[src/hdl/bbaf_pkg.sv]
package bbaf_pkg;

  // Operation selector carried in the input tuser.
  localparam logic OP_ENQUEUE = 1'b0;
  localparam logic OP_DEQUEUE = 1'b1;

  // Content operations of a request.
  localparam logic [1:0] CONTENT_CREATE  = 2'd0;
  localparam logic [1:0] CONTENT_REPLACE = 2'd1;

  // Resource status codes.
  localparam logic [1:0] STATUS_CURRENT = 2'd0;
  localparam logic [1:0] STATUS_STALE   = 2'd1;

  // Resource states.
  localparam logic [2:0] RS_RESERVED          = 3'd0;
  localparam logic [2:0] RS_UPLOAD_QUEUED     = 3'd1;
  localparam logic [2:0] RS_GPU_READY         = 3'd2;
  localparam logic [2:0] RS_REPLACEMENT_QUEUED = 3'd3;
  localparam logic [2:0] RS_EVICTING          = 3'd4;
  localparam logic [2:0] RS_RELEASED          = 3'd5;
  localparam logic [2:0] RS_FAILED            = 3'd6;

  // Configuration register indexes.
  localparam logic [1:0] CFG_REQUEST_CAPACITY       = 2'd0;
  localparam logic [1:0] CFG_BYTE_CAPACITY          = 2'd1;
  localparam logic [1:0] CFG_EXPECTED_SCHEMA_ID     = 2'd2;
  localparam logic [1:0] CFG_EXPECTED_SCHEMA_VERSION = 2'd3;

  localparam int S_TDATA_W = 176;
  localparam int M_TDATA_W = 136;

  typedef enum logic [2:0] {
    ENQ_ACCEPTED   = 3'd0,
    ENQ_INVALID    = 3'd1,
    ENQ_STALE      = 3'd2,
    ENQ_CANCELLED  = 3'd3,
    ENQ_FULL_COUNT = 3'd4,
    ENQ_FULL_BYTES = 3'd5
  } enq_code_t;

  typedef enum logic {
    CTL_IDLE,
    CTL_EXEC
  } ctl_state_t;

  typedef struct packed {
    logic        operation;
    logic        request_well_formed;
    logic [31:0] schema_id;
    logic [15:0] schema_version;
    logic [31:0] sequence_req;
    logic [3:0]  resource_kind;
    logic [1:0]  content_op;
    logic [31:0] source_revision;
    logic [31:0] payload_bytes;
    logic [1:0]  status_code;
    logic [2:0]  status_state;
    logic [15:0] request_handle;
  } item_t;

  typedef struct packed {
    logic [31:0] byte_capacity;
    logic [31:0] expected_schema_id;
    logic [15:0] expected_schema_version;
  } admit_cfg_t;

  typedef struct packed {
    enq_code_t  code;
    logic       state_write;
    logic [2:0] new_state;
  } admit_t;

  typedef struct packed {
    logic [15:0] handle;
    logic [31:0] bytes;
  } slot_t;

endpackage

[src/hdl/byte_budget_admission_fifo.sv]
// Admission queue for upload requests, bounded by a request count and a byte budget.
//
// Input stream (s_axis): one beat is one item. tuser selects enqueue or dequeue;
// tdata carries the request. Output stream (m_axis): exactly one result beat for
// every input beat, in order. tuser flags that a dequeue returned an entry.
// Configuration channel (cfg_*): a register write per beat, always ready; write
// only while the block is idle.
//
// Timing: an item is taken into an execute register, the slot memory is read at
// the head pointer in the same edge, and the result is committed from execute
// into the output register once that register is free. The block takes no new
// item until the last one has committed, which leaves room for the registered
// read of the slot memory ahead of the commit.
//
// When the receiver stalls, the waiting result holds in the output register, one
// further item is accepted and holds in the execute stage until the output frees.
// Reset empties the queue, clears totals and high-water marks and restores the
// configuration defaults; the slot memory keeps whatever it held.
module byte_budget_admission_fifo #(
  parameter int QUEUE_DEPTH = 16
) (
  input  logic                           clk,
  input  logic                           rst,
  input  logic                           s_axis_tvalid,
  output logic                           s_axis_tready,
  // request_well_formed, schema_id, schema_version, sequence_req, resource_kind,
  // content_op, source_revision, payload_bytes, status_code, status_state,
  // request_handle, zero fill
  input  logic [bbaf_pkg::S_TDATA_W-1:0] s_axis_tdata,
  // operation
  input  logic [0:0]                     s_axis_tuser,
  output logic                           m_axis_tvalid,
  input  logic                           m_axis_tready,
  // enqueue_code, state_write, new_state, dequeue_handle, dequeue_bytes,
  // retained_count, retained_bytes, count_high_water, bytes_high_water, zero fill
  output logic [bbaf_pkg::M_TDATA_W-1:0] m_axis_tdata,
  // dequeue_valid
  output logic [0:0]                     m_axis_tuser,
  input  logic                           cfg_valid,
  output logic                           cfg_ready,
  input  logic [1:0]                     cfg_index,
  input  logic [31:0]                    cfg_data
);

  localparam int AW   = (QUEUE_DEPTH > 1) ? $clog2(QUEUE_DEPTH) : 1;
  localparam int CW   = $clog2(QUEUE_DEPTH + 1);
  localparam int CMPW = (CW > 5) ? CW : 5;

  bbaf_pkg::ctl_state_t state, state_next;

  logic [4:0]  request_capacity;
  logic [31:0] byte_capacity;
  logic [31:0] expected_schema_id;
  logic [15:0] expected_schema_version;

  logic [AW-1:0] head_index, head_index_next;
  logic [AW-1:0] tail_index, tail_index_next;
  logic [CW-1:0] entry_count, entry_count_next;
  logic [CW-1:0] peak_count, peak_count_next;
  logic [31:0]   held_bytes, held_bytes_next;
  logic [31:0]   peak_bytes, peak_bytes_next;

  bbaf_pkg::item_t      item, item_q;
  bbaf_pkg::admit_cfg_t admit_cfg;
  bbaf_pkg::admit_t     admit;
  bbaf_pkg::slot_t      wr_slot, rd_slot;

  logic            s_beat;
  logic            commit;
  logic            slot_we;
  logic [CMPW-1:0] cap_ext, cap_eff;
  logic            count_full;
  logic            out_valid_next;
  logic            deq_valid;
  logic [15:0]     deq_handle;
  logic [31:0]     deq_bytes;

  assign cfg_ready = 1'b1;

  assign item.operation           = s_axis_tuser[0];
  assign item.request_well_formed = s_axis_tdata[0];
  assign item.schema_id           = s_axis_tdata[32:1];
  assign item.schema_version      = s_axis_tdata[48:33];
  assign item.sequence_req        = s_axis_tdata[80:49];
  assign item.resource_kind       = s_axis_tdata[84:81];
  assign item.content_op          = s_axis_tdata[86:85];
  assign item.source_revision     = s_axis_tdata[118:87];
  assign item.payload_bytes       = s_axis_tdata[150:119];
  assign item.status_code         = s_axis_tdata[152:151];
  assign item.status_state        = s_axis_tdata[155:153];
  assign item.request_handle      = s_axis_tdata[171:156];

  assign s_axis_tready = (state == bbaf_pkg::CTL_IDLE);
  assign s_beat        = s_axis_tvalid && s_axis_tready;
  assign commit        = (state == bbaf_pkg::CTL_EXEC) && (!m_axis_tvalid || m_axis_tready);

  always_ff @(posedge clk) begin
    if (rst) begin
      request_capacity        <= 5'd16;
      byte_capacity           <= 32'd1048576;
      expected_schema_id      <= 32'd0;
      expected_schema_version <= 16'd1;
    end else if (cfg_valid && cfg_ready) begin
      unique case (cfg_index)
        bbaf_pkg::CFG_REQUEST_CAPACITY:        request_capacity <= cfg_data[4:0];
        bbaf_pkg::CFG_BYTE_CAPACITY:           byte_capacity <= cfg_data;
        bbaf_pkg::CFG_EXPECTED_SCHEMA_ID:      expected_schema_id <= cfg_data;
        bbaf_pkg::CFG_EXPECTED_SCHEMA_VERSION: expected_schema_version <= cfg_data[15:0];
        default: ;
      endcase
    end
  end

  always_ff @(posedge clk) begin
    if (s_beat) begin
      item_q <= item;
    end
  end

  // A capacity of zero admits one request; anything above the ring depth is clamped.
  assign cap_ext = CMPW'(request_capacity);
  always_comb begin
    cap_eff = cap_ext;
    if (cap_ext == '0) begin
      cap_eff = CMPW'(1);
    end else if (cap_ext > CMPW'(QUEUE_DEPTH)) begin
      cap_eff = CMPW'(QUEUE_DEPTH);
    end
  end
  assign count_full = CMPW'(entry_count) >= cap_eff;

  assign admit_cfg.byte_capacity           = byte_capacity;
  assign admit_cfg.expected_schema_id      = expected_schema_id;
  assign admit_cfg.expected_schema_version = expected_schema_version;

  bbaf_admit u_admit (
    .item       (item_q),
    .cfg        (admit_cfg),
    .count_full (count_full),
    .held_bytes (held_bytes),
    .result     (admit)
  );

  assign wr_slot.handle = item_q.request_handle;
  assign wr_slot.bytes  = item_q.payload_bytes;
  assign slot_we        = commit && (item_q.operation == bbaf_pkg::OP_ENQUEUE) &&
                          (admit.code == bbaf_pkg::ENQ_ACCEPTED);

  // The head entry is read every cycle; head only moves at a commit, so the
  // registered word is current by the time the next item reaches execute.
  bbaf_slot_ram #(
    .DEPTH (QUEUE_DEPTH),
    .AW    (AW)
  ) u_slot_ram (
    .clk   (clk),
    .we    (slot_we),
    .waddr (tail_index),
    .wdata (wr_slot),
    .raddr (head_index),
    .rdata (rd_slot)
  );

  always_ff @(posedge clk) begin
    if (rst) begin
      state <= bbaf_pkg::CTL_IDLE;
    end else begin
      state <= state_next;
    end
  end

  always_comb begin
    state_next       = state;
    head_index_next  = head_index;
    tail_index_next  = tail_index;
    entry_count_next = entry_count;
    held_bytes_next  = held_bytes;
    peak_count_next  = peak_count;
    peak_bytes_next  = peak_bytes;
    deq_valid        = 1'b0;
    deq_handle       = 16'd0;
    deq_bytes        = 32'd0;
    out_valid_next   = m_axis_tvalid && !m_axis_tready;
    unique case (state)
      bbaf_pkg::CTL_IDLE: begin
        if (s_beat) begin
          state_next = bbaf_pkg::CTL_EXEC;
        end
      end
      bbaf_pkg::CTL_EXEC: begin
        if (commit) begin
          state_next     = bbaf_pkg::CTL_IDLE;
          out_valid_next = 1'b1;
          if (item_q.operation == bbaf_pkg::OP_ENQUEUE) begin
            if (admit.code == bbaf_pkg::ENQ_ACCEPTED) begin
              tail_index_next  = (tail_index == AW'(QUEUE_DEPTH - 1)) ? '0 : tail_index + 1'b1;
              entry_count_next = entry_count + 1'b1;
              held_bytes_next  = held_bytes + item_q.payload_bytes;
              if (entry_count_next > peak_count) begin
                peak_count_next = entry_count_next;
              end
              if (held_bytes_next > peak_bytes) begin
                peak_bytes_next = held_bytes_next;
              end
            end
          end else if (entry_count != '0) begin
            deq_valid        = 1'b1;
            deq_handle       = rd_slot.handle;
            deq_bytes        = rd_slot.bytes;
            head_index_next  = (head_index == AW'(QUEUE_DEPTH - 1)) ? '0 : head_index + 1'b1;
            entry_count_next = entry_count - 1'b1;
            held_bytes_next  = held_bytes - rd_slot.bytes;
          end
        end
      end
      default: state_next = bbaf_pkg::CTL_IDLE;
    endcase
  end

  always_ff @(posedge clk) begin
    if (rst) begin
      head_index    <= '0;
      tail_index    <= '0;
      entry_count   <= '0;
      held_bytes    <= 32'd0;
      peak_count    <= '0;
      peak_bytes    <= 32'd0;
      m_axis_tvalid <= 1'b0;
    end else begin
      head_index    <= head_index_next;
      tail_index    <= tail_index_next;
      entry_count   <= entry_count_next;
      held_bytes    <= held_bytes_next;
      peak_count    <= peak_count_next;
      peak_bytes    <= peak_bytes_next;
      m_axis_tvalid <= out_valid_next;
    end
  end

  always_ff @(posedge clk) begin
    if (commit) begin
      m_axis_tuser[0]       <= deq_valid;
      m_axis_tdata[135:129] <= 7'd0;
      m_axis_tdata[128:97]  <= peak_bytes_next;
      m_axis_tdata[96:92]   <= 5'(peak_count_next);
      m_axis_tdata[91:60]   <= held_bytes_next;
      m_axis_tdata[59:55]   <= 5'(entry_count_next);
      m_axis_tdata[54:23]   <= deq_bytes;
      m_axis_tdata[22:7]    <= deq_handle;
      if (item_q.operation == bbaf_pkg::OP_ENQUEUE) begin
        m_axis_tdata[6:4] <= admit.new_state;
        m_axis_tdata[3]   <= admit.state_write;
        m_axis_tdata[2:0] <= admit.code;
      end else begin
        m_axis_tdata[6:4] <= bbaf_pkg::RS_RESERVED;
        m_axis_tdata[3]   <= 1'b0;
        m_axis_tdata[2:0] <= bbaf_pkg::ENQ_ACCEPTED;
      end
    end
  end

endmodule

[src/hdl/bbaf_slot_ram.sv]
module bbaf_slot_ram #(
  parameter int DEPTH = 16,
  parameter int AW    = 4
) (
  input  logic            clk,
  input  logic            we,
  input  logic [AW-1:0]   waddr,
  input  bbaf_pkg::slot_t wdata,
  input  logic [AW-1:0]   raddr,
  output bbaf_pkg::slot_t rdata
);

  bbaf_pkg::slot_t mem [DEPTH];

  always_ff @(posedge clk) begin
    if (we) begin
      mem[waddr] <= wdata;
    end
  end

  always_ff @(posedge clk) begin
    rdata <= mem[raddr];
  end

endmodule

[src/hdl/bbaf_admit.sv]
module bbaf_admit (
  input  bbaf_pkg::item_t     item,
  input  bbaf_pkg::admit_cfg_t cfg,
  input  logic                count_full,
  input  logic [31:0]         held_bytes,
  output bbaf_pkg::admit_t    result
);

  logic        replace;
  logic        op_known;
  logic        well_formed;
  logic [2:0]  expected_state;
  logic        byte_over;
  logic [32:0] byte_sum;

  assign replace  = (item.content_op == bbaf_pkg::CONTENT_REPLACE);
  assign op_known = (item.content_op == bbaf_pkg::CONTENT_CREATE) || replace;

  assign well_formed = item.request_well_formed &&
                       (item.schema_id == cfg.expected_schema_id) &&
                       (item.schema_version == cfg.expected_schema_version) &&
                       (item.sequence_req != 32'd0) &&
                       (item.resource_kind != 4'd0) &&
                       op_known &&
                       (!replace || (item.source_revision != 32'd0));

  assign expected_state = replace ? bbaf_pkg::RS_GPU_READY : bbaf_pkg::RS_RESERVED;

  // The sum is kept one bit wider so that a budget near the top cannot wrap.
  assign byte_sum  = {1'b0, held_bytes} + {1'b0, item.payload_bytes};
  assign byte_over = byte_sum > {1'b0, cfg.byte_capacity};

  always_comb begin
    result.code        = bbaf_pkg::ENQ_ACCEPTED;
    result.state_write = 1'b0;
    result.new_state   = bbaf_pkg::RS_RESERVED;
    if (!well_formed) begin
      result.code = bbaf_pkg::ENQ_INVALID;
    end else if ((item.status_code != bbaf_pkg::STATUS_CURRENT) ||
                 (item.status_state != expected_state)) begin
      if (item.status_code == bbaf_pkg::STATUS_STALE) begin
        result.code = bbaf_pkg::ENQ_STALE;
      end else if (item.status_code != bbaf_pkg::STATUS_CURRENT) begin
        result.code = bbaf_pkg::ENQ_INVALID;
      end else begin
        case (item.status_state) inside
          bbaf_pkg::RS_EVICTING, bbaf_pkg::RS_RELEASED, bbaf_pkg::RS_FAILED: begin
            result.code = bbaf_pkg::ENQ_CANCELLED;
          end
          default: begin
            result.code = bbaf_pkg::ENQ_INVALID;
          end
        endcase
      end
    end else if (count_full) begin
      result.code = bbaf_pkg::ENQ_FULL_COUNT;
    end else if (byte_over) begin
      result.code = bbaf_pkg::ENQ_FULL_BYTES;
    end else begin
      result.state_write = 1'b1;
      result.new_state   = replace ? bbaf_pkg::RS_REPLACEMENT_QUEUED
                                   : bbaf_pkg::RS_UPLOAD_QUEUED;
    end
  end

endmodule

[config.mk]
export PLATFORM = sky130hd
export DESIGN_NAME = byte_budget_admission_fifo
export DESIGN_NICKNAME = d
export VERILOG_FILES = /design/src/hdl/bbaf_pkg.sv /design/src/hdl/byte_budget_admission_fifo.sv /design/src/hdl/bbaf_slot_ram.sv /design/src/hdl/bbaf_admit.sv
export SDC_FILE = /design/constraint.sdc
export NUM_CORES = 2
export LEC_CHECK = 0
export BUFFER_PORTS_ARGS = -buffer_cell sky130_fd_sc_hd__buf_4
export CAP_MARGIN = 20
export CORE_MARGIN = 8
export CORE_UTILIZATION = 55
export CTS_CLUSTER_DIAMETER = 40
export CTS_CLUSTER_SIZE = 30
export DETAILED_ROUTE_END_ITERATION = 8
export PLACE_DENSITY = 0.75
export SYNTH_ARGS = -nofsm -noshare
export SYNTH_HDL_FRONTEND = slang
export SYNTH_SLANG_ARGS = --single-unit
[constraint.sdc]
create_clock -name clk -period 9.3 [get_ports clk]
set_clock_uncertainty 0.15 [all_clocks]
set_input_delay 1.395 -clock clk [delete_from_list [all_inputs] [get_ports clk]]
set_output_delay 1.395 -clock clk [all_outputs]
set_load 0.05 [all_outputs]
==> results.toml <==
[run_status]
outcome = "completed"

[timing]
fmax_mhz = 128
tightestPinTransition_ps = 1240
finalSetupTns_ps = 0
rsz0062_at_grt = "no"
setup_viol_count_final = 0
period_share = 0.843
slew_headroom = 0.176
final_max_slew_viol_count = 0
finalHoldViolations = 0
period_minus_slack_ps = 7840
hold_ws_ps = 307

[pwr]
leakagePower_nw = 21.7
p_sw_w = 0.00316
clock_power_share = 0.457
p_seq_frac = 0.485
p_comb_frac = 0.058
p_sw_frac = 0.237
peakVddDrop_uv = 168
intPower_w = 0.0102
p_per_area_mw_per_mm2 = 215

[drt]
vias = 31200
via_per_inst = 6.13
drt-initial-drc-count = 3396
totalWireLength_um = 138000
drtPass1Iterations = 7
ant_nets = 0
avgRoutedWirePerCell_um = 27.1
drc = 0

[yosys]
synthArstFlopShare = 0
ys.warnings.count = 0
netlist_area_sq_mm = 0.0525
synth_top_area_cell = "edfxtp_1"
syn_avg_cell_area_sq_um = 15.9
ys_ff_latch = 1287
ys_top_cells_by_area = "edfxtp_1 (61%), mux4_2 (10%), dfxtp_1 (8.3%)"
ys_seq_area_frac = 0.694
synth_flop_cell = "edfxtp_1"
syn-instance-count = 3301
synthDistinctLibCells = 82
netlist.area_leader.share = 0.611
synth_edf_count = 1070

[floorplanning]
die_h_um = 325
ios = 356
core_sq_mm = 0.0949
row_count = 113
die_x_um = 325
initial_utilization = 0.554
die_area_sq_mm = 0.106

[placed_design]
port_buffers = 342
dpl.hpwl_um = 83500
gp_routability_congestion = 0.927

[clocking]
cts_hold_buf = 0
cts_sinks = 1287
cts_buffers = 146
clk_pin_slew_worst_paths_ps = 70
postCtsSetupBuffers = 0
clock_path_buffers = 3
clk_latency_ps = 770
cts_tree = "built"
ctsResizeCount = 0
root_buffer = "clkbuf_16"
h-tree-depth = 4

[setup_path]
r2r-start = "item_q[35]"
rrSetupSlack_ps = 1460
cp.arrival_ps = 8100
ff2ff_path_depth = 19
setup.worst_path.end = "u_slot_ram.mem[7][27]"
critPathLaunchType = "flop"
crit_required_ps = 9560
startpoint = "item_q[35]"
reg2reg_to = "u_slot_ram.mem[7][27]"
path_max_fanout = 20
worstSetupEndpointType = "flop"
crit_type = "flop to flop"

[final_layout]
final_common_cell = "edfxtp_1"
areaGrowthSynthToFinish_pct = 18.1
layout-drive-gt1-share = 0.247
post-route-util = 0.654
final_cell_mix = "edfxtp_1 (1070), buf_4 (390), nand2_1 (300)"
nets = 4067

[grt]
grt_max_degree = 173
gr-total-overflow = 0
grt_usage = 0.256
grt_pass1_wl_um = 202000
grt_pass1_vias = 31300
antenna_found_initial = 7

[run]
max-cap-violations = 0

[worst_hold_path]
hp-class = "flop to flop"
[kinds of logic (layout without fill, tap and decap cells)]
family / after synthesis / after routing / share of synthesized area
flops: 1287 / 1287 / 0.694
simple gates: 748 / 748 / 0.0688
compound gates: 497 / 497 / 0.0601
buf+inv: 278 / 799 / 0.0213
mux: 253 / 253 / 0.105
fa+ha+maj: 146 / 146 / 0.0350
xor+xnor: 90 / 90 / 0.0150
other cells: 2 / 14 / 0.000143
[power by group through the flow]
stage | registers [W] | logic, W | clock network [W]
final | 0.00647 | 0.000775 | 0.00610
after global routing | 0.00648 | 0.000830 | 0.00641
after CTS | 0.00647 | 0.000768 | 0.00618
after detailed placement | 0.00660 | 0.000762 | 0
after global placement | 0.00659 | 0.000752 | 0
after floorplan | 0.00667 | 0.000373 | 0
[worst max-delay path, cell delays in order (launching register included)]
cell and delay [ps]:
edfxtp_1 650, ha_1 530, nand3_1 180, nor3_1 480, o211ai_1 380, a21oi_1 270
nor2_1 90, o31ai_1 250, xor2_1 560, ha_1 360, and3_1 210, a221oi_1 310
o21ai_0 260, nor4bb_1 330, o2bb2ai_1 270, nor4_4 310, buf_4 290, nand2_1 330
nor2_4 710, buf_4 520
[Yosys cell counts, types with 9 or more instances]
master    number
a211oi_1      14
a21o_1        47
a21oi_1      209
a221o_1       13
a22oi_1       16
a31oi_1       18
and2_1        23
and3_1        11
buf_1         21
buf_2          9
buf_4          9
clkbuf_1     109
dfxtp_1      217
edfxtp_1    1070
ha_1         144
inv_1        124
mux2i_1        9
mux4_2       240
nand2_1      300
nand2b_1      11
nand3_1       66
nand4_1       32
nor2_1       103
nor2b_1       63
nor3_1        27
nor4_1        75
o211ai_1      12
o21a_1        14
o21ai_0       51
o21ai_1       31
o21bai_1       9
xnor2_1       33
xor2_1        57
[per-layer routing]
layer | GRT usage | wire length, um | part of all wire
met1 | 0.335 | 53600 | 0.39
met5 | 0 | 27 | 0.00020
met3 | 0.0499 | 11200 | 0.081
met4 | 0.0872 | 4520 | 0.033
met2 | 0.429 | 68900 | 0.50
[how the worst min path moves through the flow]
stage | start | to | slack, ps | cells after the start
3_5_place_dp | byte_capacity[3] | byte_capacity[3] | 300 | 2
4_1_cts | byte_capacity[3] | byte_capacity[3] | 310 | 2
3_3_place_gp | byte_capacity[4] | byte_capacity[4] | 290 | 2
6_report | byte_capacity[4] | byte_capacity[4] | 310 | 2
2_1_floorplan | byte_capacity[10] | byte_capacity[10] | 290 | 2
5_1_grt | expected_schema_id[17] | expected_schema_id[17] | 330 | 2
[flip-flops by register name, summed over array words and instances, names as in the netlist, 4 cells and up]
signal                   cells
byte_capacity               32
cap_ext                      5
entry_count                  5
expected_schema_id          32
expected_schema_version     16
head_index                   4
held_bytes                  32
item_q                     173
m_axis_tdata               128
peak_bytes                  32
peak_count                   5
tail_index                   4
u_slot_ram.mem             768
u_slot_ram.rdata            48
[layout make-up]
| type | count | area [sq um] |
|---|---|---|
| diodes | 5 | 12.5 |
| clock buffers | 171 | 3890 |
| clock inverters | 101 | 1360 |
| fillers | 6390 | 32800 |
| inverters | 126 | 478 |
| multi-input cells | 1743 | 15100 |
| flip-flops and latches | 1287 | 36500 |
| well taps | 1265 | 1580 |
| repair buffers | 401 | 3130 |
[stage by stage]
stage	std cells	total power (W)	setup slack (ps)	area [sq um]
2_1_floorplan	3308	0.00704	610	52600
3_3_place_gp	4817	0.00734	1710	56700
3_5_place_dp	4819	0.00736	1610	56700
4_1_cts	5091	0.0134	1560	62000
5_1_grt	5097	0.0137	1140	62100
6_report	5099	0.0133	1460	62100
Note: power is estimated with default switching activity, not from simulation.
